## config.mk

```make
export PLATFORM = sky130hd
export DESIGN_NAME = message_framer_with_checksum
export DESIGN_NICKNAME = d
export VERILOG_FILES = /design/src/mfc_pkg.sv /design/src/mfc_front.sv /design/src/mfc_cmd_queue.sv /design/src/mfc_back.sv /design/src/message_framer_with_checksum.sv
export SDC_FILE = /design/constraint.sdc
export NUM_CORES = 1
export LEC_CHECK = 0
export BUFFER_PORTS_ARGS = -buffer_cell sky130_fd_sc_hd__buf_2
export CORE_MARGIN = 10
export CORE_UTILIZATION = 61
export CTS_CLUSTER_DIAMETER = 50
export DETAILED_ROUTE_END_ITERATION = 8
export HOLD_SLACK_MARGIN = 0.1
export MAX_ROUTING_LAYER = met4
export PLACE_DENSITY = 0.79
export SYNTH_ARGS = -nofsm -noshare
export SYNTH_HDL_FRONTEND = slang
export SYNTH_SLANG_ARGS = --single-unit
```

## constraint.sdc

```tcl
create_clock -name clk_i -period 4.8 [get_ports clk_i]
set_clock_uncertainty 0.05 [all_clocks]
set_input_delay 0.24 -clock clk_i [delete_from_list [all_inputs] [get_ports clk_i]]
set_output_delay 0.24 -clock clk_i [all_outputs]
set_load 0.01 [all_outputs]
```

## src/mfc_pkg.sv

```systemverilog
// ----------------------------------------------------------------------------
// mfc_pkg
// shared types and constants of the message framer with checksum
// ----------------------------------------------------------------------------
package mfc_pkg;

  localparam int unsigned ByteW = 8;
  localparam int unsigned SumW  = 16;

  // opcode values
  localparam logic OP_START = 1'b0;
  localparam logic OP_DATA  = 1'b1;

  // command queue between front and back
  localparam int unsigned CmdDepth = 4;
  localparam int unsigned CmdPtrW  = $clog2(CmdDepth);
  localparam int unsigned CmdCntW  = $clog2(CmdDepth + 1);

  // header byte order after the message id
  localparam logic [1:0] HDR_SENDER = 2'd0;
  localparam logic [1:0] HDR_ACK    = 2'd1;
  localparam logic [1:0] HDR_PEER   = 2'd2;
  localparam logic [1:0] HDR_LEN    = 2'd3;

  typedef struct packed {
    logic             opcode;
    logic [ByteW-1:0] msg_id;
    logic [ByteW-1:0] sender_id;
    logic             ack_flag;
    logic [ByteW-1:0] peer_number;
    logic [ByteW-1:0] payload_length;
    logic [ByteW-1:0] data_byte;
  } in_item_t;

  typedef struct packed {
    logic [ByteW-1:0] frame_byte;
    logic             frame_last;
  } out_item_t;

  // classified word handed from front to back
  typedef struct packed {
    logic             is_start;
    logic             last_data;   // data word that completes the declared payload
    logic [ByteW-1:0] msg_id;
    logic [ByteW-1:0] sender_id;
    logic             ack_flag;
    logic [ByteW-1:0] peer_number;
    logic [ByteW-1:0] sat_length;  // length already saturated
    logic [ByteW-1:0] data_byte;
  } cmd_t;

endpackage

```

## src/mfc_front.sv

```systemverilog
// ----------------------------------------------------------------------------
// mfc_front
// accepts input words, tracks the open frame and classifies each word
// ----------------------------------------------------------------------------
module mfc_front #(
  parameter int unsigned PAYLOAD_BYTES = 32
) (
  input  logic              clk_i,
  input  logic              rst_ni,
  input  logic              accept_i,
  input  mfc_pkg::in_item_t item_i,
  output logic              cmd_push_o,
  output mfc_pkg::cmd_t     cmd_o
);
  import mfc_pkg::*;

  localparam int unsigned PosW = $clog2(PAYLOAD_BYTES + 1);
  localparam logic [ByteW-1:0] MaxLen = ByteW'(PAYLOAD_BYTES);

  logic            open_q, open_d;
  logic [PosW-1:0] decl_q, decl_d;
  logic [PosW-1:0] pos_q, pos_d;
  logic [PosW-1:0] pos_inc;
  logic [ByteW-1:0] sat_len;
  logic            is_start;

  assign is_start = (item_i.opcode == OP_START);
  assign sat_len  = (item_i.payload_length > MaxLen) ? MaxLen : item_i.payload_length;
  assign pos_inc  = pos_q + PosW'(1);

  always_comb begin
    open_d     = open_q;
    decl_d     = decl_q;
    pos_d      = pos_q;
    cmd_push_o = 1'b0;
    if (accept_i) begin
      if (is_start) begin
        cmd_push_o = 1'b1;
        decl_d     = PosW'(sat_len);
        pos_d      = '0;
        open_d     = (sat_len != '0);
      end else if (open_q) begin
        cmd_push_o = 1'b1;
        pos_d      = pos_inc;
        if (pos_inc >= decl_q) begin
          open_d = 1'b0;
        end
      end
    end
  end

  always_comb begin
    cmd_o.is_start    = is_start;
    cmd_o.last_data   = (pos_inc >= decl_q);
    cmd_o.msg_id      = item_i.msg_id;
    cmd_o.sender_id   = item_i.sender_id;
    cmd_o.ack_flag    = item_i.ack_flag;
    cmd_o.peer_number = item_i.peer_number;
    cmd_o.sat_length  = sat_len;
    cmd_o.data_byte   = item_i.data_byte;
  end

  always_ff @(posedge clk_i or negedge rst_ni) begin
    if (!rst_ni) begin
      open_q <= 1'b0;
      decl_q <= '0;
      pos_q  <= '0;
    end else begin
      open_q <= open_d;
      decl_q <= decl_d;
      pos_q  <= pos_d;
    end
  end

endmodule

```

## src/mfc_cmd_queue.sv

```systemverilog
// ----------------------------------------------------------------------------
// mfc_cmd_queue
// short register queue of classified words between front and back
// ----------------------------------------------------------------------------
module mfc_cmd_queue (
  input  logic          clk_i,
  input  logic          rst_ni,
  input  logic          push_i,
  input  mfc_pkg::cmd_t data_i,
  output logic          full_o,
  input  logic          pop_i,
  output mfc_pkg::cmd_t data_o,
  output logic          empty_o
);
  import mfc_pkg::*;

  cmd_t               mem_q [CmdDepth];
  logic [CmdPtrW-1:0] wr_ptr_q, rd_ptr_q;
  logic [CmdCntW-1:0] cnt_q, cnt_d;
  logic               do_push, do_pop;

  assign full_o  = (cnt_q == CmdCntW'(CmdDepth));
  assign empty_o = (cnt_q == '0);
  assign do_push = push_i && !full_o;
  assign do_pop  = pop_i && !empty_o;
  assign data_o  = mem_q[rd_ptr_q];

  always_comb begin
    cnt_d = cnt_q;
    if (do_push && !do_pop) begin
      cnt_d = cnt_q + CmdCntW'(1);
    end else if (do_pop && !do_push) begin
      cnt_d = cnt_q - CmdCntW'(1);
    end
  end

  always_ff @(posedge clk_i) begin
    if (do_push) begin
      mem_q[wr_ptr_q] <= data_i;
    end
  end

  always_ff @(posedge clk_i or negedge rst_ni) begin
    if (!rst_ni) begin
      wr_ptr_q <= '0;
      rd_ptr_q <= '0;
      cnt_q    <= '0;
    end else begin
      cnt_q <= cnt_d;
      if (do_push) begin
        wr_ptr_q <= wr_ptr_q + CmdPtrW'(1);
      end
      if (do_pop) begin
        rd_ptr_q <= rd_ptr_q + CmdPtrW'(1);
      end
    end
  end

endmodule

```

## src/mfc_back.sv

```systemverilog
// ----------------------------------------------------------------------------
// mfc_back
// emits header, payload, padding and checksum bytes into the output register
// ----------------------------------------------------------------------------
module mfc_back #(
  parameter int unsigned PAYLOAD_BYTES = 32
) (
  input  logic               clk_i,
  input  logic               rst_ni,
  input  mfc_pkg::cmd_t      cmd_i,
  input  logic               cmd_empty_i,
  output logic               cmd_pop_o,
  output mfc_pkg::out_item_t item_o,
  output logic               empty,
  input  logic               pop
);
  import mfc_pkg::*;

  localparam int unsigned PosW = $clog2(PAYLOAD_BYTES + 1);
  localparam logic [PosW-1:0] LastPos = PosW'(PAYLOAD_BYTES);

  typedef enum logic [4:0] {
    ST_IDLE = 5'b00001,
    ST_HDR  = 5'b00010,
    ST_PAD  = 5'b00100,
    ST_CKLO = 5'b01000,
    ST_CKHI = 5'b10000
  } state_e;

  state_e           state_q, state_d;
  logic [1:0]       hdr_idx_q, hdr_idx_d;
  cmd_t             hdr_q, hdr_d;
  logic [PosW-1:0]  pos_q, pos_d, pos_inc;
  logic [ByteW-1:0] pending_q, pending_d;
  logic [SumW-1:0]  sum_q, sum_d, sum_inv;
  logic [SumW:0]    sum_raw;
  out_item_t        out_q, out_d;
  logic             out_valid_q, out_valid_d;
  logic             out_ready;
  logic             emit, pay_en;
  logic [ByteW-1:0] pay_byte;

  assign out_ready = !out_valid_q || pop;
  assign pos_inc   = pos_q + PosW'(1);
  assign sum_inv   = ~sum_q;

  always_comb begin
    state_d    = state_q;
    hdr_idx_d  = hdr_idx_q;
    hdr_d      = hdr_q;
    pos_d      = pos_q;
    pending_d  = pending_q;
    sum_d      = sum_q;
    cmd_pop_o  = 1'b0;
    emit       = 1'b0;
    pay_en     = 1'b0;
    pay_byte   = cmd_i.data_byte;
    out_d      = out_q;

    unique case (state_q)
      ST_IDLE: begin
        if (out_ready && !cmd_empty_i) begin
          cmd_pop_o  = 1'b1;
          emit       = 1'b1;
          if (cmd_i.is_start) begin
            out_d     = '{frame_byte: cmd_i.msg_id, frame_last: 1'b0};
            hdr_d     = cmd_i;
            hdr_idx_d = HDR_SENDER;
            pos_d     = '0;
            pending_d = '0;
            sum_d     = '0;
            state_d   = ST_HDR;
          end else begin
            out_d  = '{frame_byte: cmd_i.data_byte, frame_last: 1'b0};
            pay_en = 1'b1;
            if (cmd_i.last_data) begin
              state_d = (pos_inc >= LastPos) ? ST_CKLO : ST_PAD;
            end
          end
        end
      end
      ST_HDR: begin
        if (out_ready) begin
          emit      = 1'b1;
          hdr_idx_d = hdr_idx_q + 2'd1;
          out_d.frame_last = 1'b0;
          case (hdr_idx_q)
            HDR_SENDER: out_d.frame_byte = hdr_q.sender_id;
            HDR_ACK:    out_d.frame_byte = {{(ByteW-1){1'b0}}, hdr_q.ack_flag};
            HDR_PEER:   out_d.frame_byte = hdr_q.peer_number;
            default:    out_d.frame_byte = hdr_q.sat_length;
          endcase
          if (hdr_idx_q == HDR_LEN) begin
            state_d = (hdr_q.sat_length == '0) ? ST_PAD : ST_IDLE;
          end
        end
      end
      ST_PAD: begin
        if (out_ready) begin
          emit     = 1'b1;
          pay_en   = 1'b1;
          pay_byte = '0;
          out_d    = '{frame_byte: '0, frame_last: 1'b0};
          if (pos_inc >= LastPos) begin
            state_d = ST_CKLO;
          end
        end
      end
      ST_CKLO: begin
        if (out_ready) begin
          emit    = 1'b1;
          out_d   = '{frame_byte: sum_inv[ByteW-1:0], frame_last: 1'b0};
          state_d = ST_CKHI;
        end
      end
      ST_CKHI: begin
        if (out_ready) begin
          emit    = 1'b1;
          out_d   = '{frame_byte: sum_inv[SumW-1:ByteW], frame_last: 1'b1};
          state_d = ST_IDLE;
        end
      end
      default: state_d = ST_IDLE;
    endcase

    // payload byte: even position waits, odd position closes a word
    sum_raw = {1'b0, sum_q} + {1'b0, pay_byte, pending_q};
    if (pay_en) begin
      pos_d = pos_inc;
      if (!pos_q[0]) begin
        pending_d = pay_byte;
      end else if (sum_raw[SumW]) begin
        sum_d = sum_raw[SumW-1:0] + SumW'(1);
      end else begin
        sum_d = sum_raw[SumW-1:0];
      end
    end

    if (emit) begin
      out_valid_d = 1'b1;
    end else if (pop) begin
      out_valid_d = 1'b0;
    end else begin
      out_valid_d = out_valid_q;
    end
  end

  assign item_o = out_q;
  assign empty  = !out_valid_q;

  always_ff @(posedge clk_i) begin
    hdr_q <= hdr_d;
    out_q <= out_d;
  end

  always_ff @(posedge clk_i or negedge rst_ni) begin
    if (!rst_ni) begin
      state_q     <= ST_IDLE;
      hdr_idx_q   <= '0;
      pos_q       <= '0;
      pending_q   <= '0;
      sum_q       <= '0;
      out_valid_q <= 1'b0;
    end else begin
      state_q     <= state_d;
      hdr_idx_q   <= hdr_idx_d;
      pos_q       <= pos_d;
      pending_q   <= pending_d;
      sum_q       <= sum_d;
      out_valid_q <= out_valid_d;
    end
  end

endmodule

```

## src/message_framer_with_checksum.sv

```systemverilog
// ----------------------------------------------------------------------------
// message_framer_with_checksum
// builds fixed-size frames with a 16-bit ones' complement checksum
// ----------------------------------------------------------------------------
// A start word opens a frame and produces five header bytes (message id,
// sender id, ack flag, peer number, saturated length); each data word then
// produces one payload byte. Once the declared length is reached, zero
// padding fills the payload up to PAYLOAD_BYTES and the inverted checksum
// follows, low byte first, frame_last set on the high byte. A data word that
// adds a single byte streams at one word per cycle while the output is
// popped; a start word holds the output for its five header bytes (also all
// padding and both checksum bytes when its length is zero), and the closing
// data word for its own byte, the padding bytes and both checksum bytes. The
// back end's byte sequencer sets that cost; a four-entry word queue lets the
// input keep accepting meanwhile, and full rises only once it fills. Data
// words outside an open frame are taken and dropped. A start word inside an
// open frame abandons it without padding or checksum.
// ----------------------------------------------------------------------------
module message_framer_with_checksum #(
  parameter int unsigned PAYLOAD_BYTES = 32  // 2 to 57
) (
  input  logic               clk_i,
  input  logic               rst_ni,
  // input word queue side
  input  logic               push,
  output logic               full,
  input  mfc_pkg::in_item_t  in_item_i,
  // result byte queue side
  output logic               empty,
  input  logic               pop,
  output mfc_pkg::out_item_t out_item_o
);
  import mfc_pkg::*;

  logic accept;
  logic cmd_push, cmd_pop, cmd_full, cmd_empty;
  cmd_t cmd_in, cmd_out;

  // a word is taken whenever the queue has room
  assign full   = cmd_full;
  assign accept = push && !cmd_full;

  // front: frame tracking, drops stray data words
  mfc_front #(
    .PAYLOAD_BYTES (PAYLOAD_BYTES)
  ) u_front (
    .clk_i      (clk_i),
    .rst_ni     (rst_ni),
    .accept_i   (accept),
    .item_i     (in_item_i),
    .cmd_push_o (cmd_push),
    .cmd_o      (cmd_in)
  );

  // decoupling queue
  mfc_cmd_queue u_queue (
    .clk_i   (clk_i),
    .rst_ni  (rst_ni),
    .push_i  (cmd_push),
    .data_i  (cmd_in),
    .full_o  (cmd_full),
    .pop_i   (cmd_pop),
    .data_o  (cmd_out),
    .empty_o (cmd_empty)
  );

  // back: byte sequencer, checksum and output register
  mfc_back #(
    .PAYLOAD_BYTES (PAYLOAD_BYTES)
  ) u_back (
    .clk_i       (clk_i),
    .rst_ni      (rst_ni),
    .cmd_i       (cmd_out),
    .cmd_empty_i (cmd_empty),
    .cmd_pop_o   (cmd_pop),
    .item_o      (out_item_o),
    .empty       (empty),
    .pop         (pop)
  );

endmodule
```

==> results by group, run 1 <==
Logic synthesis
  • Number of synthesized flops with an enable pin: 206
  • Ys async rst share: 22.0%
  • Post-synth top flop: edfxtp_1
  • Seq/Total Area, Yosys: 64.7%
  • Synth area leader: edfxtp_1
  • Mapped cell area: 0.0118 mm^2
  • Ys Warns: 0
  • Most common cell in the synthesized netlist: edfxtp_1
  • Post-Synthesis Cells: 803
  • Synth unique cells: 75
  • Synth top area cells: edfxtp_1 52%, dfrtp_1 12%, mux4_2 8.2%
  • Area share of the largest cell type after synthesis: 52.4%
  • Yosys reg bits: 264
  • Commonest cells in the netlist: 206 x edfxtp_1, 57 x dfrtp_1, 53 x nand2_1, 43 x mux4_2, 40 x o21ai_0
  • Syn Area/Cell: 14.7 um^2

GRT
  • Largest net degree at the start of global routing: 59
  • Global-route wire length before repair: 44000 um
  • Grt ovf: 0
  • Initial antenna violation count: 1
  • Total GRT Usage: 22.4%
  • Vias in the first global route: 7816

Clocking
  • Htree depth: 1
  • Num CTS Buffers: 28
  • Clock sinks: 264
  • CTS tree: done
  • Reg clk slew, reported paths: 0.06 ns
  • Clk_lat worst skew: 0.56 ns
  • CTS Buffer Depth: 3
  • Clock Tree Root: clkbuf_16

Worst setup path
  • Crit end category: register
  • Cell mode on critical path: nor4_1
  • Reg2Reg Depth: 12
  • Max incr delay on CP: 0.63 ns
  • Critical path depth: 12
  • Data arrival time of the worst path: 4.81 ns
  • Worst endpoint required time: 5.14 ns
  • Crit path buf inv count: 1
  • Critical path peak fanout: 12
  • Critical path's top delay family: simple AND/OR/NAND/NOR gates
  • Worst path cell trace: nor4_1, nand3_1, nand2_1, inv_1, ha_1, and3_1, a311o_2, or2_2, xnor2_1, nor4_1, a31o_2, a31oi_1
  • Setup Crit Path Kind: reg -> reg
  • Slowest stage cell, crit path: nor4_1
  • Worst setup SP type: register

Detailed routing
  • Drt drc: 0
  • Initial DRC Count: 745
  • Detailed Route WL: 27500 um
  • Via count: 7507
  • Antenna viol nets, final: 0
  • WL/cell: 22.8 um
  • Vias per cell: 6.22
  • DRT Pass-1 Iters: 7

Layout
  • Area Growth Syn to Fin: 16.7%
  • Fin nets: 1006
  • Layout filler cell count: 1181
  • Layout cell share with drive strength beyond 1: 18.9%
  • Core Util, Final: 72.9%

STA
  • TNS Setup: 0 ns
  • Final Setup Violations: 0
  • Slew HR: 32.0%
  • FMAX: 224 MHz
  • RSZ-0062 raised after global routing: no
  • Endpoints failing hold: 0
  • Slew @ Worst Pin: 1.01 ns
  • Fin crit share: 93.2%
  • Period minus WS final: 4.47 ns
  • Pins Over Slew Limit: 0

Die
  • Row count: 50
  • Initial core utilization: 62.5%
  • Die Y-Extent: 159 um
  • DIE WIDTH: 159 um
  • Die ar.: 0.0253 mm^2
  • Ports: 57
  • Core Box Area: 0.0189 mm^2

Run status
  • Outcome: complete, no violations

Power and ir drop
  • PwrDens: 645 mW/mm^2
  • Reg power frac: 39.1%
  • Switching share of power: 35.6%
  • Sw Pwr: 3160 uW
  • Worst vdd ir: 0.000447 V
  • Internal power: 5720 uW
  • Pleak: 0.00515 uW
  • Comb pwr share: 37.2%
  • Clk network pwr share: 23.8%

Place
  • Final HPWL DP: 17900 um
  • PortBufs: 56
  • Final GP Congestion: 0.897

Worst hold path
  • Cell depth of the worst min-delay path: 2
  • Hold WC Path Type: in -> reg

Run
  • Max cap viols: 0
[sequential cells by signal (all words and copies together), names as in the netlist]
name	count
u_back.hdr_idx_q	2
u_back.hdr_q	25
u_queue.rd_ptr_q	2
u_queue.cnt_q	3
u_queue.wr_ptr_q	2
u_front.open_q	1
u_back.pos_q	6
u_back.pending_q	8
u_back.sum_q	16
u_queue.mem_q	172
u_front.decl_q	6
u_back.state_q	5
u_front.pos_q	6
u_back.item_o	9
u_back.out_valid_q	1
[power groups by stage]
stage | clock network (uW) | logic (uW) | registers, uW
2_1_floorplan | 0 | 2420 | 3370
3_3_place_gp | 0 | 3140 | 3450
3_5_place_dp | 0 | 3230 | 3490
4_1_cts | 2130 | 3300 | 3460
5_1_grt | 2240 | 3640 | 3510
6_report | 2110 | 3300 | 3470
[cell usage in the layout (no fill, tap or decap), types with 12 or more instances in the layout]
master,instances
a211oi_1,13
a21oi_1,34
buf_2,56
buf_4,12
clkbuf_16,28
dfrtp_1,55
dlygate4sd3_1,46
edfxtp_1,206
ha_1,34
inv_1,35
mux4_2,43
nand2_1,53
nand3_1,32
nor2_1,24
o21ai_0,40
o21ai_1,12
o22ai_1,12
xnor2_1,20
xor2_1,14
[kinds of logic after synthesis]
group	after synthesis	synth area share [%]
DFF	264	64.7
and+or+nand+nor	187	8.36
AOI/OAI and AO/OA	167	9.53
buffers and inverters	67	2.36
muxes	47	8.57
adders and majority gates	36	3.94
xor gates and xnor gates	34	2.52
other	1	0.0318
[metrics by stage]
stage	total power, uW	setup WS [ns]	area [um^2]	instances	hold slack, ns
2_1_floorplan	5790	0.768	11800	810	-0.106
3_3_place_gp	6590	0.673	12400	1108	0.382
3_5_place_dp	6710	0.482	12400	1108	0.405
4_1_cts	8880	0.411	13800	1205	0.152
5_1_grt	9390	0.0798	13800	1206	0.166
6_report	8880	0.327	13800	1206	0.178
[routing by layer]
layer	share of wire [%]	routed length (um)	GRT usage, %
met4	3.6	977	7.67
met5	0	0	-
met3	5.5	1500	3.51
met1	41	11200	28.2
met2	50	13800	36.6
[cell type report]
| cell class | count | area (um^2) | area share [%] |
|---|---|---|---|
| timing repair buffer | 114 | 831 | 6.03 |
| multi-input combinational | 479 | 3920 | 28.5 |
| inverter | 37 | 139 | 1.01 |
| clock inverter | 10 | 151 | 1.10 |
| sequential | 264 | 7640 | 55.4 |
| antenna | 1 | 2.50 | 0.0182 |
| tap | 260 | 325 | 2.36 |
| clock buffer | 41 | 769 | 5.58 |
[repair_timing]
action,4_1_cts,5_1_grt
resized for setup,0,0
hold buffers,46,0
endpoints found under the hold margin,219,0
setup buffers,0,0
[final timing paths]
check	slack, ns	start	to
min in group asynchronous	0.34	rst_ni	u_queue.wr_ptr_q[1]
setup / recovery	0.33	u_back.state_q[1]	u_back.sum_q[15]
max in group asynchronous	3.76	rst_ni	u_back.sum_q[6]
hold reg to reg	0.47	u_front.decl_q[0]	u_front.decl_q[0]
setup reg to reg	0.33	u_back.state_q[1]	u_back.sum_q[15]
hold / removal	0.18	in_item_i[11]	u_queue.mem_q[3][11]
No activity file was read; power rests on OpenSTA's default activity.
==> inputs of run 2 (changes only) <==
Settings changed: CAP_MARGIN from default to 10, PLACE_DENSITY 0.79 to 0.81.
==> run 2 against run 1 <==
  * Design area grew 0.73%
  * Combinational power hardly changed
  * Via count decreased by 1.1%
  * Utilization up 0.53 points
  * Highest routed layer unchanged
==> results by group, run 2 (synthesis gave the netlist of run 1 again) <==
STA
  • FMAX: 222 MHz (-0.59%)
  • Period minus WS final: 4.50 ns (+0.0267 ns)
  • Slew HR: 29.4% (-2.6 points)
  • Pins Over Slew Limit: 0 (unchanged)
  • Endpoints failing hold: 0 (unchanged)
  • TNS Setup: 0 ns (unchanged)
  • Final Setup Violations: 0 (unchanged)
  • Slew @ Worst Pin: 1.05 ns (+0.0442 ns)
  • Fin crit share: 93.7% (+0.56 points)
  • RSZ-0062 raised after global routing: no
  • Final setup margin: 0.300 ns (-0.0267 ns)

Place
  • PortBufs: 56 (unchanged)
  • Final GP Congestion: 0.955 (+6.5%)
  • DP Worst Slack: 0.487 ns (+0.00576 ns)
  • Final HPWL DP: 16900 um (-5.5%)

GRT
  • Grt ovf: 0 (unchanged)
  • Vias in the first global route: 7738 (-1.0%)
  • Largest net degree at the start of global routing: 59 (unchanged)
  • Initial antenna violation count: 0 (-1)
  • Total GRT Usage: 22.1% (-0.34 points)
  • Global-route wire length before repair: 43800 um (-0.50%)

Worst setup path
  • Slowest stage cell, crit path: nor4_1
  • Max incr delay on CP: 0.58 ns (-0.05 ns)
  • Worst path cell trace: nor4_1, nand3_1, nand2_1, inv_1, ha_1, and3_1, a311o_2, or2_2, xnor2_1, nor4_1, a31o_2, a31oi_1
  • Crit path buf inv count: 1 (unchanged)
  • Reg2Reg Depth: 12 (unchanged)
  • Crit end category: register
  • Worst setup SP type: register
  • Critical path's top delay family: simple AND/OR/NAND/NOR gates
  • Cell mode on critical path: nor4_1
  • Data arrival time of the worst path: 4.86 ns (+0.05 ns)
  • Setup Crit Path Kind: reg -> reg
  • Worst endpoint required time: 5.16 ns (+0.02 ns)
  • Critical path peak fanout: 12 (unchanged)
  • Critical path depth: 12 (unchanged)

Power and ir drop
  • PwrDens: 653 mW/mm^2 (+1.3%)
  • Worst vdd ir: 0.000380 V (-15%)
  • Pleak: 0.00520 uW (+0.97%)

Run
  • Max cap viols: 0 (unchanged)

Clocking
  • Clock Tree Root: clkbuf_16
  • Clock sinks: 264 (unchanged)
  • Htree depth: 1 (unchanged)
  • CTS Buffer Depth: 3 (unchanged)
  • Reg clk slew, reported paths: 0.06 ns (about the same)
  • Clk_lat worst skew: 0.55 ns (about the same)
  • CTS tree: done
  • Setup Fix Bufs, Post-CTS: 0 (unchanged)
  • Num CTS Buffers: 28 (unchanged)

Worst hold path
  • Hold WC Path Type: in -> reg
  • Cell depth of the worst min-delay path: 2 (unchanged)

Die
  • Initial core utilization: 62.5% (unchanged)
  • Die ar.: 0.0253 mm^2 (unchanged)
  • Row count: 50 (unchanged)
  • Core Box Area: 0.0189 mm^2 (unchanged)
  • Ports: 57 (unchanged)
  • DIE WIDTH: 159 um (unchanged)
  • Die Y-Extent: 159 um (unchanged)

Detailed routing
  • WL/cell: 22.9 um (+0.40%)
  • Drt drc: 0 (unchanged)
  • Antenna viol nets, final: 0 (unchanged)
  • Vias per cell: 6.15 (-1.2%)
  • Initial DRC Count: 778 (+4.4%)
  • Via count: 7421 (-1.1%)
  • Detailed Route WL: 27600 um (+0.48%)
  • DRT Pass-1 Iters: 5 (-2)

Layout
  • N_diodes: 0 (-1)
  • Fin nets: 1007 (+0.099%)
  • Layout cell share with drive strength beyond 1: 19.6% (+0.70 points)
  • Layout filler cell count: 1182 (+0.085%)
  • Largest regs: u_queue.mem_q (172), u_back.hdr_q (25), u_back.sum_q (16)
  • Commonest non-fill, non-tap cells in the layout: 206 x edfxtp_1, 56 x buf_2, 55 x dfrtp_1
  • Number of flip-flops in the largest register: 172 (unchanged)
  • Reg area: 0.00764 mm^2 (unchanged)
  • Area of the multi-input gates: 0.00392 mm^2 (unchanged)
  • Commonest non-fill, non-tap cell in the layout: edfxtp_1
  • Area Growth Syn to Fin: 17.6%
  • Reg with most FFs: u_queue.mem_q

Run status
  • Outcome: complete, no violations
-- run 2: changes by cell type in the layout (fill, tap and decap cells not counted), moves of 2 or more --
cell,before,now
bufinv_16,2,4
clkinv_2,2,4
clkbuf_1,11,4
dlygate4sd3_1,46,48
clkbuf_8,2,5
-- run 2: through the flow --
| stage | utilization [%] | std cells | hold slack [ns] | cell area, um^2 | power (uW) |
|---|---|---|---|---|---|
| global placement | 65.6 | 1107 | 0.388 | 12400 | 6580 |
| floorplan | - | 810 | -0.106 | 11800 | 5790 |
| finish | 73.5 | 1207 | 0.143 | 13900 | 9070 |
| detailed placement | 65.6 | 1107 | 0.386 | 12400 | 6650 |
| CTS | 73.5 | 1207 | 0.100 | 13900 | 9010 |
| global route | 73.5 | 1207 | 0.124 | 13900 | 9510 |
-- run 2: worst paths after layout --
kind / from / endpoint / slack, ns
worst max-delay path: u_back.state_q[1] / u_back.sum_q[15] / 0.30
worst min-delay path: in_item_i[9] / u_queue.mem_q[1][9] / 0.14
worst max register to register: u_back.state_q[1] / u_back.sum_q[15] / 0.30
worst min register to register: u_queue.cnt_q[2] / u_queue.cnt_q[2] / 0.43
max in group asynchronous: rst_ni / u_queue.rd_ptr_q[0] / 3.82
min in group asynchronous: rst_ni / u_queue.wr_ptr_q[1] / 0.32
-- run 2: final cells by class --
class	instances	share of cell area (%)
timing repair buffer	115	6.07
sequential	264	55.0
tap	260	2.34
clock buffer	37	5.65
inverter	37	1.00
multi-input combinational	479	28.3
clock inverter	15	1.63
-- run 2: power breakdown --
part / total, uW / switching [uW] / internal (uW)
logic: 3280 / 1960 / 1320
clock network: 2300 / 917 / 1380
registers: 3480 / 336 / 3150
total: 9070 / 3210 / 5850
-- run 2: repair_timing --
item	4_1_cts	5_1_grt
resized for setup	0	0
hold endpoints to repair	216	0
hold buffers	48	0
-- run 2: per-layer routing --
layer	part of all wire [%]	track usage (%)	up-vias
met4	2.5	5.81	0
met2	51	37.1	329
met1	40	27.5	3691
met3	6.4	3.38	56
li1	-	-	3345
met5	0	-	-
